File: src/sv/lirs_pkg.sv
//------------------------------------------------------------------------------
// lirs_pkg: shared types and constants of the linear interpolation resampler
// Register map, fixed widths, and the command/status bundles between the
// controller and the datapath.
//------------------------------------------------------------------------------
`default_nettype none

package lirs_pkg;

	// Rate registers and phase accounting
	localparam int RATE_W  = 18;
	localparam int PHASE_W = RATE_W + 1;
	localparam int CNT_W   = PHASE_W + 1;

	// Configuration port
	localparam int ADDR_W = 3;
	localparam int DATA_W = 32;

	localparam logic [0:0] REG_IN_RATE  = 1'b0;
	localparam logic [0:0] REG_OUT_RATE = 1'b1;

	localparam logic [RATE_W-1:0] IN_RATE_RST  = 18'd48000;
	localparam logic [RATE_W-1:0] OUT_RATE_RST = 18'd48000;

	// Which quotient the shared divider is working on
	typedef enum logic [1:0] {
		DIV_N1,    // outputs between previous and current sample
		DIV_FRAC,  // first interpolation fraction
		DIV_STEP,  // fraction increment per output
		DIV_N2     // repeats of the final sample
	} div_sel_t;

	// Controller -> datapath
	typedef struct packed {
		logic     div_start;
		logic     div_save;
		div_sel_t div_sel;
		logic     plan;
		logic     put;
		logic     commit;
	} cmd_t;

	// Datapath -> controller
	typedef struct packed {
		logic have_prev;
		logic fin;
		logic p0_lt_orr;
		logic p1_lt_orr;
		logic div_done;
		logic emit_more;
		logic fire;
	} sts_t;

endpackage

`default_nettype wire

File: src/sv/lirs_div.sv
//------------------------------------------------------------------------------
// lirs_div: restoring divider, one quotient bit per cycle
// Unsigned NUM_W / DEN_W division; quotient and remainder hold after done.
//------------------------------------------------------------------------------
`default_nettype none

module lirs_div #(
	parameter int NUM_W = 35,
	parameter int DEN_W = 18
) (
	input  wire logic             clk,
	input  wire logic             arst_n,
	input  wire logic             start,
	input  wire logic [NUM_W-1:0] num,
	input  wire logic [DEN_W-1:0] den,
	output logic                  done,
	output logic [NUM_W-1:0]      quot,
	output logic [DEN_W-1:0]      rem
);

	localparam int CW = $clog2(NUM_W + 1);

	logic             busy_q;
	logic             done_q;
	logic [CW-1:0]    cnt_q;
	logic [NUM_W-1:0] num_q;
	logic [DEN_W-1:0] rem_q;
	logic [DEN_W-1:0] den_q;

	logic [DEN_W:0]   trial;
	logic             ge;

	// Shift in next dividend bit, try subtracting the divisor
	assign trial = {rem_q, num_q[NUM_W-1]};
	assign ge    = (trial >= {1'b0, den_q});

	// Iteration control
	always_ff @(posedge clk or negedge arst_n) begin
		if (!arst_n) begin
			busy_q <= 1'b0;
			done_q <= 1'b0;
			cnt_q  <= '0;
		end else if (start) begin
			busy_q <= 1'b1;
			done_q <= 1'b0;
			cnt_q  <= CW'(NUM_W);
		end else if (busy_q) begin
			cnt_q <= cnt_q - CW'(1);
			if (cnt_q == CW'(1)) begin
				busy_q <= 1'b0;
				done_q <= 1'b1;
			end
		end else begin
			done_q <= 1'b0;
		end
	end

	// Partial remainder and quotient shift register
	always_ff @(posedge clk) begin
		if (start) begin
			num_q <= num;
			den_q <= den;
			rem_q <= '0;
		end else if (busy_q) begin
			num_q <= {num_q[NUM_W-2:0], ge};
			rem_q <= ge ? DEN_W'(trial - {1'b0, den_q}) : trial[DEN_W-1:0];
		end
	end

	assign done = done_q;
	assign quot = num_q;
	assign rem  = rem_q;

endmodule

`default_nettype wire

File: src/sv/lirs_dp.sv
//------------------------------------------------------------------------------
// lirs_dp: resampler datapath
// Stream state, output counts, incremental fraction tracking, interpolation
// multiplier and the output register.
//------------------------------------------------------------------------------
`default_nettype none

module lirs_dp #(
	parameter int SAMPLE_BITS = 16,
	parameter int FRAC_BITS   = 16,
	parameter int MAX_RESULTS = 16
) (
	input  wire logic                            clk,
	input  wire logic                            arst_n,
	input  wire logic [lirs_pkg::RATE_W-1:0]     in_rate,
	input  wire logic [lirs_pkg::RATE_W-1:0]     out_rate,
	input  wire logic                            in_valid,
	input  wire logic                            in_stall,
	input  wire logic signed [SAMPLE_BITS-1:0]   sample_in,
	input  wire logic                            final_sample,
	input  wire logic                            out_stall,
	output logic                                 out_valid,
	output logic signed [SAMPLE_BITS-1:0]        sample_out,
	output logic                                 run_last,
	output logic                                 stream_end,
	output logic                                 truncated,
	input  wire lirs_pkg::cmd_t                  cmd,
	output lirs_pkg::sts_t                       sts
);

	localparam int RW    = lirs_pkg::RATE_W;
	localparam int PHW   = lirs_pkg::PHASE_W;
	localparam int CNW   = lirs_pkg::CNT_W;
	localparam int NUM_W = PHW + FRAC_BITS;
	localparam int KW    = $clog2(MAX_RESULTS + 1);
	localparam int PW    = SAMPLE_BITS + FRAC_BITS + 2;
	localparam int XW    = SAMPLE_BITS + 2;
	localparam logic signed [PW-1:0] HALF = PW'(1) << (FRAC_BITS - 1);

	// Stream state
	logic signed [SAMPLE_BITS-1:0] prev_q;
	logic                          have_q;
	logic [PHW-1:0]                phase_q;

	// Current item
	logic signed [SAMPLE_BITS-1:0] smp_q;
	logic                          fin_q;
	logic [CNW-1:0]                n1_q;
	logic [CNW-1:0]                n2_q;
	logic [PHW-1:0]                p1_q;
	logic [KW-1:0]                 emit_q;
	logic [KW-1:0]                 k_q;
	logic                          trunc_q;

	// Fraction tracking: p = frac*orr + frem, scaled by 2^FRAC_BITS
	logic [FRAC_BITS-1:0]          frac_q;
	logic [RW-1:0]                 frem_q;
	logic [FRAC_BITS-1:0]          qstep_q;
	logic [RW-1:0]                 rstep_q;

	logic signed [PW-1:0]          prod_s1;

	// Output register
	logic                          out_valid_q;
	logic signed [SAMPLE_BITS-1:0] sample_out_q;
	logic                          run_last_q;
	logic                          stream_end_q;
	logic                          truncated_q;

	// Effective rates, zero reads as one
	logic [RW-1:0] ir;
	logic [RW-1:0] orr;
	assign ir  = (in_rate == '0) ? RW'(1) : in_rate;
	assign orr = (out_rate == '0) ? RW'(1) : out_rate;

	logic accept;
	logic fire;
	assign accept = in_valid && !in_stall;
	assign fire   = cmd.put && (!out_valid_q || !out_stall);

	logic p0_lt_orr;
	logic p1_lt_orr;
	assign p0_lt_orr = (phase_q < {1'b0, orr});
	assign p1_lt_orr = (p1_q < {1'b0, orr});

	// Divider operand select
	logic [PHW-1:0]   d1;
	logic [PHW-1:0]   d2;
	logic [NUM_W-1:0] div_num;
	logic [RW-1:0]    div_den;
	logic             div_done;
	logic [NUM_W-1:0] div_quot;
	logic [RW-1:0]    div_rem;

	assign d1 = {1'b0, orr} - phase_q;
	assign d2 = {1'b0, orr} - p1_q;

	always_comb begin
		case (cmd.div_sel)
			lirs_pkg::DIV_N1: begin
				div_num = {{FRAC_BITS{1'b0}}, d1};
				div_den = ir;
			end
			lirs_pkg::DIV_FRAC: begin
				div_num = {phase_q, {FRAC_BITS{1'b0}}};
				div_den = orr;
			end
			lirs_pkg::DIV_STEP: begin
				div_num = {1'b0, ir, {FRAC_BITS{1'b0}}};
				div_den = orr;
			end
			lirs_pkg::DIV_N2: begin
				div_num = {{FRAC_BITS{1'b0}}, d2};
				div_den = ir;
			end
			default: begin
				div_num = '0;
				div_den = ir;
			end
		endcase
	end

	lirs_div #(
		.NUM_W(NUM_W),
		.DEN_W(RW)
	) u_div (
		.clk   (clk),
		.arst_n(arst_n),
		.start (cmd.div_start),
		.num   (div_num),
		.den   (div_den),
		.done  (div_done),
		.quot  (div_quot),
		.rem   (div_rem)
	);

	// Ceiling count from quotient and remainder
	logic [CNW-1:0] ceil_cnt;
	assign ceil_cnt = div_quot[CNW-1:0] + CNW'(div_rem != '0);

	// Emission plan
	logic [CNW-1:0] total;
	logic           over;
	assign total = n1_q + n2_q;
	assign over  = (total > CNW'(MAX_RESULTS));

	// Next fraction: add step, carry when remainders overflow orr
	logic [RW:0] rsum;
	logic        wrap;
	assign rsum = {1'b0, frem_q} + {1'b0, rstep_q};
	assign wrap = (rsum >= {1'b0, orr});

	// Interpolation: prev + floor((diff*frac + half) / 2^FRAC_BITS)
	logic signed [SAMPLE_BITS:0]   diff;
	logic signed [PW-1:0]          rnd;
	logic signed [PW-1:0]          adj;
	logic signed [XW-1:0]          interp_x;
	logic signed [SAMPLE_BITS-1:0] value;
	logic                          is_interp;
	logic [KW-1:0]                 k_next;

	assign diff      = {smp_q[SAMPLE_BITS-1], smp_q} - {prev_q[SAMPLE_BITS-1], prev_q};
	assign rnd       = prod_s1 + HALF;
	assign adj       = rnd >>> FRAC_BITS;
	assign interp_x  = {{2{prev_q[SAMPLE_BITS-1]}}, prev_q} + adj[XW-1:0];
	assign is_interp = ({{(CNW-KW){1'b0}}, k_q} < n1_q);
	assign value     = is_interp ? interp_x[SAMPLE_BITS-1:0] : smp_q;
	assign k_next    = k_q + KW'(1);

	// Multiplier stage, recomputed every cycle from the current fraction
	always_ff @(posedge clk) begin
		prod_s1 <= diff * $signed({1'b0, frac_q});
	end

	// Item and stream state
	always_ff @(posedge clk or negedge arst_n) begin
		if (!arst_n) begin
			prev_q  <= '0;
			have_q  <= 1'b0;
			phase_q <= '0;
			fin_q   <= 1'b0;
			n1_q    <= '0;
			n2_q    <= '0;
			p1_q    <= '0;
			emit_q  <= '0;
			k_q     <= '0;
			trunc_q <= 1'b0;
		end else begin
			if (accept) begin
				fin_q <= final_sample;
				n1_q  <= '0;
				n2_q  <= '0;
				p1_q  <= (have_q && !p0_lt_orr) ? (phase_q - {1'b0, orr}) : '0;
			end
			if (cmd.div_save) begin
				case (cmd.div_sel)
					lirs_pkg::DIV_N1: begin
						n1_q <= ceil_cnt;
						p1_q <= (div_rem == '0) ? '0 : {1'b0, ir - div_rem};
					end
					lirs_pkg::DIV_N2: n2_q <= ceil_cnt;
					default: ;
				endcase
			end
			if (cmd.plan) begin
				trunc_q <= over;
				emit_q  <= over ? KW'(MAX_RESULTS) : total[KW-1:0];
				k_q     <= '0;
			end
			if (fire) begin
				k_q <= k_next;
			end
			if (cmd.commit) begin
				if (fin_q) begin
					prev_q  <= '0;
					have_q  <= 1'b0;
					phase_q <= '0;
				end else begin
					prev_q  <= smp_q;
					have_q  <= 1'b1;
					phase_q <= p1_q;
				end
			end
		end
	end

	// Sample latch and fraction registers
	always_ff @(posedge clk) begin
		if (accept) begin
			smp_q <= sample_in;
		end
		if (cmd.div_save) begin
			case (cmd.div_sel)
				lirs_pkg::DIV_FRAC: begin
					frac_q <= div_quot[FRAC_BITS-1:0];
					frem_q <= div_rem;
				end
				lirs_pkg::DIV_STEP: begin
					qstep_q <= div_quot[FRAC_BITS-1:0];
					rstep_q <= div_rem;
				end
				default: ;
			endcase
		end else if (fire) begin
			frac_q <= frac_q + qstep_q + FRAC_BITS'(wrap);
			frem_q <= wrap ? RW'(rsum - {1'b0, orr}) : rsum[RW-1:0];
		end
	end

	// Output register: holds while stalled
	always_ff @(posedge clk or negedge arst_n) begin
		if (!arst_n) begin
			out_valid_q <= 1'b0;
		end else if (fire) begin
			out_valid_q <= 1'b1;
		end else if (!out_stall) begin
			out_valid_q <= 1'b0;
		end
	end

	always_ff @(posedge clk) begin
		if (fire) begin
			sample_out_q <= value;
			run_last_q   <= (k_next == emit_q);
			stream_end_q <= (k_next == emit_q) && fin_q;
			truncated_q  <= trunc_q;
		end
	end

	assign out_valid  = out_valid_q;
	assign sample_out = sample_out_q;
	assign run_last   = run_last_q;
	assign stream_end = stream_end_q;
	assign truncated  = truncated_q;

	// Status to controller
	assign sts.have_prev = have_q;
	assign sts.fin       = fin_q;
	assign sts.p0_lt_orr = p0_lt_orr;
	assign sts.p1_lt_orr = p1_lt_orr;
	assign sts.div_done  = div_done;
	assign sts.emit_more = (k_q < emit_q);
	assign sts.fire      = fire;

endmodule

`default_nettype wire

File: src/sv/lirs_ctrl.sv
//------------------------------------------------------------------------------
// lirs_ctrl: resampler controller
// Sequences the divisions that size the output run, then paces the results
// into the output register and updates stream state.
//------------------------------------------------------------------------------
`default_nettype none

module lirs_ctrl (
	input  wire logic           clk,
	input  wire logic           arst_n,
	input  wire logic           in_valid,
	output logic                in_stall,
	output lirs_pkg::cmd_t      cmd,
	input  wire lirs_pkg::sts_t sts
);

	typedef enum logic [3:0] {
		S_IDLE,
		S_CHK1,
		S_W_N1,
		S_GO_FR,
		S_W_FR,
		S_GO_ST,
		S_W_ST,
		S_CHK2,
		S_W_N2,
		S_PREP,
		S_PLAN,
		S_EMIT,
		S_PUT,
		S_COMMIT
	} state_t;

	state_t         state_q;
	logic           stall_q;
	lirs_pkg::cmd_t cmd_q;

	// State and registered commands
	always_ff @(posedge clk or negedge arst_n) begin
		if (!arst_n) begin
			state_q <= S_IDLE;
			stall_q <= 1'b0;
			cmd_q   <= '0;
		end else begin
			// one-cycle commands
			cmd_q.div_start <= 1'b0;
			cmd_q.div_save  <= 1'b0;
			cmd_q.plan      <= 1'b0;
			cmd_q.commit    <= 1'b0;

			unique case (state_q)
				S_IDLE: begin
					if (in_valid) begin
						stall_q <= 1'b1;
						state_q <= S_CHK1;
					end
				end
				S_CHK1: begin
					if (sts.have_prev && sts.p0_lt_orr) begin
						cmd_q.div_start <= 1'b1;
						cmd_q.div_sel   <= lirs_pkg::DIV_N1;
						state_q         <= S_W_N1;
					end else begin
						state_q <= S_CHK2;
					end
				end
				S_W_N1: begin
					if (sts.div_done) begin
						cmd_q.div_save <= 1'b1;
						state_q        <= S_GO_FR;
					end
				end
				S_GO_FR: begin
					cmd_q.div_start <= 1'b1;
					cmd_q.div_sel   <= lirs_pkg::DIV_FRAC;
					state_q         <= S_W_FR;
				end
				S_W_FR: begin
					if (sts.div_done) begin
						cmd_q.div_save <= 1'b1;
						state_q        <= S_GO_ST;
					end
				end
				S_GO_ST: begin
					cmd_q.div_start <= 1'b1;
					cmd_q.div_sel   <= lirs_pkg::DIV_STEP;
					state_q         <= S_W_ST;
				end
				S_W_ST: begin
					if (sts.div_done) begin
						cmd_q.div_save <= 1'b1;
						state_q        <= S_CHK2;
					end
				end
				S_CHK2: begin
					if (sts.fin && sts.p1_lt_orr) begin
						cmd_q.div_start <= 1'b1;
						cmd_q.div_sel   <= lirs_pkg::DIV_N2;
						state_q         <= S_W_N2;
					end else begin
						state_q <= S_PREP;
					end
				end
				S_W_N2: begin
					if (sts.div_done) begin
						cmd_q.div_save <= 1'b1;
						state_q        <= S_PREP;
					end
				end
				S_PREP: begin
					cmd_q.plan <= 1'b1;
					state_q    <= S_PLAN;
				end
				S_PLAN: begin
					state_q <= S_EMIT;
				end
				S_EMIT: begin
					if (sts.emit_more) begin
						cmd_q.put <= 1'b1;
						state_q   <= S_PUT;
					end else begin
						cmd_q.commit <= 1'b1;
						state_q      <= S_COMMIT;
					end
				end
				S_PUT: begin
					// request held until the output register takes it
					if (sts.fire) begin
						cmd_q.put <= 1'b0;
						state_q   <= S_EMIT;
					end
				end
				S_COMMIT: begin
					stall_q <= 1'b0;
					state_q <= S_IDLE;
				end
				default: begin
					state_q <= S_IDLE;
				end
			endcase
		end
	end

	assign in_stall = stall_q;
	assign cmd      = cmd_q;

endmodule

`default_nettype wire

File: src/sv/linear_interp_resampler.sv
//------------------------------------------------------------------------------
// linear_interp_resampler: linear interpolation sample rate converter
// One channel of Q1.15 samples from in_rate to out_rate, with an APB-style
// port for the two rate registers.
//------------------------------------------------------------------------------
// Each item: up to four divisions on the one-bit-per-cycle divider, then its
//   results enter the output register one after another.
// One item at a time; the next transfer is taken once the last result has
//   entered the output register and the stream state is committed.
// Reset: arst_n clears stream state and rates go to 48000 / 48000.
`default_nettype none

module linear_interp_resampler #(
	parameter int MAX_RESULTS = 16,
	parameter int SAMPLE_BITS = 16,
	parameter int FRAC_BITS   = 16
) (
	input  wire logic                              clk,
	input  wire logic                              arst_n,
	// configuration
	input  wire logic                              psel,
	input  wire logic                              penable,
	input  wire logic                              pwrite,
	input  wire logic [lirs_pkg::ADDR_W-1:0]       paddr,
	input  wire logic [lirs_pkg::DATA_W-1:0]       pwdata,
	output logic [lirs_pkg::DATA_W-1:0]            prdata,
	output logic                                   pready,
	// input samples
	input  wire logic                              in_valid,
	output logic                                   in_stall,
	input  wire logic signed [SAMPLE_BITS-1:0]     sample_in,
	input  wire logic                              final_sample,
	// output samples
	output logic                                   out_valid,
	input  wire logic                              out_stall,
	output logic signed [SAMPLE_BITS-1:0]          sample_out,
	output logic                                   run_last,
	output logic                                   stream_end,
	output logic                                   truncated
);

	localparam int RW = lirs_pkg::RATE_W;
	localparam int DW = lirs_pkg::DATA_W;

	logic [RW-1:0] in_rate_q;
	logic [RW-1:0] out_rate_q;
	logic          wr_en;

	lirs_pkg::cmd_t cmd;
	lirs_pkg::sts_t sts;

	// Register writes
	assign pready = 1'b1;
	assign wr_en  = psel && penable && pwrite && pready;

	always_ff @(posedge clk or negedge arst_n) begin
		if (!arst_n) begin
			in_rate_q  <= lirs_pkg::IN_RATE_RST;
			out_rate_q <= lirs_pkg::OUT_RATE_RST;
		end else if (wr_en) begin
			unique case (paddr[2:2])
				lirs_pkg::REG_IN_RATE:  in_rate_q  <= pwdata[RW-1:0];
				lirs_pkg::REG_OUT_RATE: out_rate_q <= pwdata[RW-1:0];
				default: ;
			endcase
		end
	end

	// Register reads
	always_comb begin
		unique case (paddr[2:2])
			lirs_pkg::REG_IN_RATE:  prdata = {{(DW-RW){1'b0}}, in_rate_q};
			lirs_pkg::REG_OUT_RATE: prdata = {{(DW-RW){1'b0}}, out_rate_q};
			default:                prdata = '0;
		endcase
	end

	lirs_ctrl u_ctrl (
		.clk     (clk),
		.arst_n  (arst_n),
		.in_valid(in_valid),
		.in_stall(in_stall),
		.cmd     (cmd),
		.sts     (sts)
	);

	lirs_dp #(
		.SAMPLE_BITS(SAMPLE_BITS),
		.FRAC_BITS  (FRAC_BITS),
		.MAX_RESULTS(MAX_RESULTS)
	) u_dp (
		.clk         (clk),
		.arst_n      (arst_n),
		.in_rate     (in_rate_q),
		.out_rate    (out_rate_q),
		.in_valid    (in_valid),
		.in_stall    (in_stall),
		.sample_in   (sample_in),
		.final_sample(final_sample),
		.out_stall   (out_stall),
		.out_valid   (out_valid),
		.sample_out  (sample_out),
		.run_last    (run_last),
		.stream_end  (stream_end),
		.truncated   (truncated),
		.cmd         (cmd),
		.sts         (sts)
	);

endmodule

`default_nettype wire

File: config.mk
export PLATFORM = sky130hd
export DESIGN_NAME = linear_interp_resampler
export DESIGN_NICKNAME = d
export VERILOG_FILES = /design/src/sv/lirs_pkg.sv /design/src/sv/lirs_div.sv /design/src/sv/lirs_dp.sv /design/src/sv/lirs_ctrl.sv /design/src/sv/linear_interp_resampler.sv
export SDC_FILE = /design/constraint.sdc
export NUM_CORES = 2
export LEC_CHECK = 0
export BUFFER_PORTS_ARGS = -buffer_cell sky130_fd_sc_hd__buf_2
export CORE_ASPECT_RATIO = 1.4
export CORE_MARGIN = 5
export CORE_UTILIZATION = 65
export DETAILED_ROUTE_END_ITERATION = 12
export MAX_ROUTING_LAYER = met4
export PLACE_DENSITY = 0.91
export SLEW_MARGIN = 15
export SYNTH_ARGS = -nofsm -noshare
export SYNTH_HDL_FRONTEND = slang
export SYNTH_HIERARCHICAL = 1
export SYNTH_SLANG_ARGS = --single-unit
File: constraint.sdc
create_clock -name clk -period 17.55 [get_ports clk]
set_input_delay 3.51 -clock clk [delete_from_list [all_inputs] [get_ports clk]]
set_output_delay 3.51 -clock clk [all_outputs]
set_load 0.01 [all_outputs]
## After elaboration in Yosys (flattened, before gate mapping)

Index checks and enable logic that the tools add are counted.
W data, S select, Z words.

- Register bits after elaboration: 370
- Bits of input ports: 59
- Output and inout bits: 54
- Word-level logic and storage cells: 198

- $add $sub $neg: 16
- Equality and inequality tests: 30
- Multiply operators: 1
- Reductions and logical operators: 37
- Multiplexer cells: 69
- Order comparisons: 7
- Bitwise gates (word level): 1

Operators with widths:

| operator | number |
|---|---|
| $mux W18 | 8 |
| $pmux W35 S4 | 1 |
| $mux W20 | 6 |
| $mux W19 | 5 |
| $mux W16 | 5 |
| $mux W35 | 2 |
| $pmux W32 S2 | 1 |
| $logic_not A18 Y1 | 3 |
| $sub A18 B18 Y18 | 3 |
| $pmux W4 S13 | 1 |
| $ge A19 B18 Y1 | 2 |
| $lt A19 B18 Y1 | 2 |
| $sub A18 B19 Y19 | 2 |
| $pmux W18 S2 | 1 |
| $add A16 B16 Y16 | 2 |
| $add A32 B17 Y32 const B | 1 |
| $mul A17 B17 Y32 | 1 |
| $eq A4 B4 Y1 const B | 6 |
| $mux W4 | 6 |
| $mux W1 | 21 |
| $add A20 B1 Y20 | 1 |
| $add A20 B20 Y20 | 1 |
| $gt A20 B5 Y1 const B | 1 |
| $lt A5 B20 Y1 | 1 |
| 38 further kinds | 78 |

## Depth between registers and ports, before layout

- Depth in word-level cells: 9
- Depth in mapped cells: 35
- Mapped depth without buffers: 34

## By module

Netlist, hierarchy kept.

By module, submodules not included:

| module | cells each | seq. area each (um^2) | area an instance (um^2) | times used |
|---|---|---|---|---|
| lirs_dp | 3227 | 6135.9 | 28502.3 | 1 |
| lirs_div | 385 | 2152.1 | 4289.1 | 1 |
| linear_interp_resampler | 113 | 918.4 | 1805.5 | 1 |
| lirs_ctrl | 64 | 300.3 | 650.6 | 1 |

## Least setup slack after synthesis

No wires, ideal clock.

- Path kind: register to register
- From: reg u_dp.smp_q[0]
- To: reg u_dp.prod_s1[31]
- Setup time: 130 ps
- Buffers on the path: 1
- Clock period less this slack: 7944 ps
- Data required time: 17420 ps
- Slack: 9606 ps
- Stages on the path, launching flop included: 32
- Arrival time: 7815 ps
- Path through: edfxtp_1 > inv_1 > ha_1 > fa_1 > nor2b_1 > o31a_1 > o211ai_1 > a21oi_1 > o31ai_1 > o21ai_0 > o22ai_2 > buf_2 > nand2_1 > fa_1 > fa_1 > inv_1 > fa_1 > fa_1 > fa_1 > inv_1 > fa_1 > inv_1 > ha_1 > a21o_1 > a21o_1 > a21o_1 > a21oi_1 > nand2_1 > o221a_4 > a221oi_4 > o21bai_1 > xnor3_1

- Cells in the longest elaborated chain, start to end: 2

Ends and longest elaborated chain:

| element | RTL line | source |
|---|---|---|
| start, declared | lirs_dp.sv:46 | `logic signed [SAMPLE_BITS-1:0] smp_q;` |
| start signal, assigned | lirs_dp.sv:230 | `smp_q <= sample_in;` |
| $sub A16 B16 Y17 | lirs_dp.sv:162 | `assign diff = {smp_q[SAMPLE_BITS-1], smp_q} - {prev_q[SAMPLE_BITS-1], prev_q};` |
| $mul A17 B17 Y32 | lirs_dp.sv:172 | `prod_s1 <= diff * $signed({1'b0, frac_q});` |
| end signal, assigned | lirs_dp.sv:172 |  |
| end, declared | lirs_dp.sv:61 | `logic signed [PW-1:0] prod_s1;` |

Every way passes these cells.
A chain may end at the register's enable or synchronous reset.

## Final worst setup path

Ends and elaborated chain as after synthesis.

==> flow_summary.rst <==
.. list-table::
   :header-rows: 1

   * - Metric
     - Value
   * - Run status
     - complete, no violations
   * - Final Cycle Share
     - 0.538
   * - CTS-repair resized insts
     - 0
   * - Ports placed on the boundary
     - 113
   * - Sum of routed wire length over all layers
     - 95.7 mm
   * - Sinks on the clock net
     - 355
   * - Area share of the largest cell type after synthesis
     - 0.154
   * - Critical path class
     - reg -> reg
   * - Worst slew slack as a fraction of its limit
     - 0.232
   * - FILL cells
     - 3850
   * - Routed wire length per instance
     - 21.3 um
   * - Most common cell after layout, fill and taps aside
     - sky130_fd_sc_hd__inv_1
   * - Layout overhead on the synthesized area
     - 5.75%
   * - First drt pass iteration count
     - 5
   * - Worst-case setup slack after placement
     - 8.43 ns
   * - Buffers added on ports
     - 81
   * - Post-synthesis sequential area ratio
     - 0.270
   * - Data arrival time of the critical path
     - 9.90 ns
   * - Type of origin of the critical path
     - flip-flop
   * - Starting DRT DRC Count
     - 2571
   * - Final hold vios
     - 0
   * - Most frequent cell on the critical path
     - sky130_fd_sc_hd__fa_1
   * - Final global-route overflow total
     - 0
   * - Wire length of the first global-routing pass
     - 152 mm
   * - Initial core utilization
     - 0.653
   * - Insertion delay of the later-clocked pin in the worst-skew pair
     - 0.57 ns
   * - CP required
     - 18.01 ns
   * - Master cell of the clock root buffer
     - sky130_fd_sc_hd__clkbuf_16
   * - Depth of the CTS H-tree
     - 2
   * - Layout cell share with drive strength beyond 1
     - 0.0951
   * - Detailed placer's ending HPWL
     - 72.4 mm
   * - Count of flip-flops with a built-in enable after synthesis
     - 156
   * - Slew of the pin with the lowest slew margin
     - 1.15 ns
   * - Hold buffers post-CTS
     - 0
   * - Setup violators final
     - 0
   * - Gate count after technology mapping
     - 3789
   * - Crit end category
     - flip-flop
   * - Count of unique library cells instantiated by Yosys
     - 107
   * - Ys Warns
     - 6
   * - Total DRC errors in the routed layout
     - 0
   * - Total of flip-flops plus latches after synthesis
     - 355
   * - Max-slew violations
     - 0
   * - Post-route antenna net violation count
     - 0
   * - Mean Syn Cell Area
     - 9.30 sq um
   * - Total via count after detailed routing
     - 28617
   * - Number of CTS-inserted buffers
     - 36
   * - Buffers from clock root to sink, at most
     - 3
   * - Number of nets at the end of the flow
     - 4368
   * - Commonest cells after routing, fill and taps aside
     - sky130_fd_sc_hd__inv_1 (507), sky130_fd_sc_hd__nand2_1 (352), sky130_fd_sc_hd__ha_1 (290), sky130_fd_sc_hd__fa_1 (271), sky130_fd_sc_hd__o21ai_0 (220)
   * - Total setup buffers inserted after CTS
     - 0
   * - Number of cells traversed by the worst register-to-register path
     - 30
   * - Clock-pin slew on the worst setup and hold paths
     - 0.07 ns
   * - Prevailing post-synth register cell
     - sky130_fd_sc_hd__edfxtp_1
   * - Biggest fanout along the worst timing path
     - 18
   * - Slowest Stage Delay on Critical Path
     - 0.79 ns
   * - Number of antenna violations at the first check in global routing
     - 0
   * - Number of global-route vias before repair
     - 29523
   * - Number of stages on the worst hold path
     - 0
   * - Total Die Area
     - 59100 sq um
   * - Die span in y
     - 286 um
   * - Pin count of the biggest net entering global routing
     - 92
   * - Worst path setup slack after routing
     - 8.10 ns
   * - Register-to-register setup slack
     - 8.10 ns
   * - Period minus WS final
     - 9.45 ns
   * - Maximum clock frequency
     - 106 MHz
   * - Clock tree from TritonCTS
     - done
   * - Placer Congestion
     - 1.01
   * - Overall Global Routing Usage
     - 0.332
   * - Cell type contributing the most total cell area after synthesis
     - sky130_fd_sc_hd__fa_1
   * - Rows
     - 101
   * - Setup clock skew after layout
     - 0.0261 ns
   * - Core region area
     - 54000 sq um
   * - Path class of the lowest-slack min-delay path
     - reg -> reg
   * - RSZ-0062 raised after global routing
     - no
   * - Post-route setup TNS
     - 0 ns
   * - Die X-Extent
     - 207 um
   * - Cell Area, Synth
     - 35200 sq um
   * - CP max-delay cell
     - sky130_fd_sc_hd__fa_1
   * - Maxcap violations
     - 0
   * - Number of vias per cell
     - 6.36
   * - Diodes inserted
     - 0
   * - Share of async-settable or async-resettable flops after synthesis
     - 0.462
   * - Biggest area contributors in the synthesized netlist
     - sky130_fd_sc_hd__fa_1 (15%), sky130_fd_sc_hd__edfxtp_1 (13%), sky130_fd_sc_hd__dfrtp_1 (11%), sky130_fd_sc_hd__ha_1 (10%), sky130_fd_sc_hd__inv_1 (5.4%)
-- worst max-delay path: cells and delay by family, from the launching register on --
kind | cells | cell delay (ns)
simple gates | 3 | 0.47
buf+inv | 4 | 0.26
flops | 1 | 0.44
fa+ha+maj | 9 | 4.10
xor+xnor | 1 | 0.36
compound gates | 13 | 3.69
-- layout make-up --
type,instances,area (sq um),area share
inverters,509,1910,0.0513
clock buffers,46,990,0.0266
flip-flops and latches,355,9510,0.255
multi-input cells,2733,23000,0.618
well taps,721,902,0.0242
clock inverters,20,287,0.00769
repair buffers,113,652,0.0175
-- path summary, 6_finish.rpt --
kind,startpoint,end
max reg2reg,u_dp/smp_q[0],u_dp/prod_s1[31]
min in group asynchronous,arst_n,u_dp/prev_q[1]
max,u_dp/smp_q[0],u_dp/prod_s1[31]
max in group asynchronous,arst_n,u_dp/p1_q[1]
min reg2reg,u_dp/trunc_q,u_dp/truncated
min,u_dp/trunc_q,u_dp/truncated
-- kinds of logic (layout without fill, tap and decap cells) --
family | count (synthesis) | count (layout) | synth area share
and+or+nand+nor | 1011 | 1011 | 0.142
DFF | 355 | 355 | 0.270
muxes | 143 | 143 | 0.0468
xor gates and xnor gates | 233 | 233 | 0.0583
buffers and inverters | 714 | 688 | 0.0801
adders and majority gates | 561 | 561 | 0.257
other | 2 | 15 | 0.000213
AOI/OAI and AO/OA | 770 | 770 | 0.146
-- per-stage QoR --
stage	hold WS, ns	area (sq um)	instances	utilization
final	0.458	37300	4497	0.691
after global routing	0.478	37300	4497	0.691
after CTS	0.456	37300	4497	0.691
after detailed placement	0.440	36000	4431	0.667
after global placement	0.437	36000	4431	0.667
after floorplan	0.427	35300	3802	-
-- registers in the layout, summed over array words and instances, names as in the netlist, 19 cells and up --
register / flops
u_dp/n1_q: 20
u_dp/n2_q: 20
u_dp/p1_q: 19
u_dp/phase_q: 19
u_dp/u_div/quot: 35
-- synthesized netlist by cell type (all sizes together), types with 18 or more instances --
master / n
ha: 290
nand4: 36
a21o: 52
dfrtp: 150
buf: 55
o31ai: 18
nor2b: 57
clkbuf: 150
edfxtp: 156
a21oi: 151
nor2: 157
mux2i: 29
nor4: 24
xnor2: 144
mux2: 114
fa: 271
a31oi: 25
o21bai: 24
nand3: 95
nand2b: 39
o211ai: 39
and2: 122
and3: 30
nor3: 47
o21ai: 231
nand2: 352
inv: 507
o21a: 33
a22oi: 22
dfxtp: 35
xor2: 88
-- routing by layer --
metal	vias up	part of all wire	wire, um	global-route usage
met5	-	0	0	-
met4	0	0.092	8820	0.237
met3	524	0.064	6170	0.0469
met2	1417	0.51	49000	0.578
met1	13912	0.33	31700	0.340
li1	12764	-	-	-
Power is left out: the tool's default activity adds up to more than one toggle a clock period on the data nets, which glitch-free logic cannot reach.
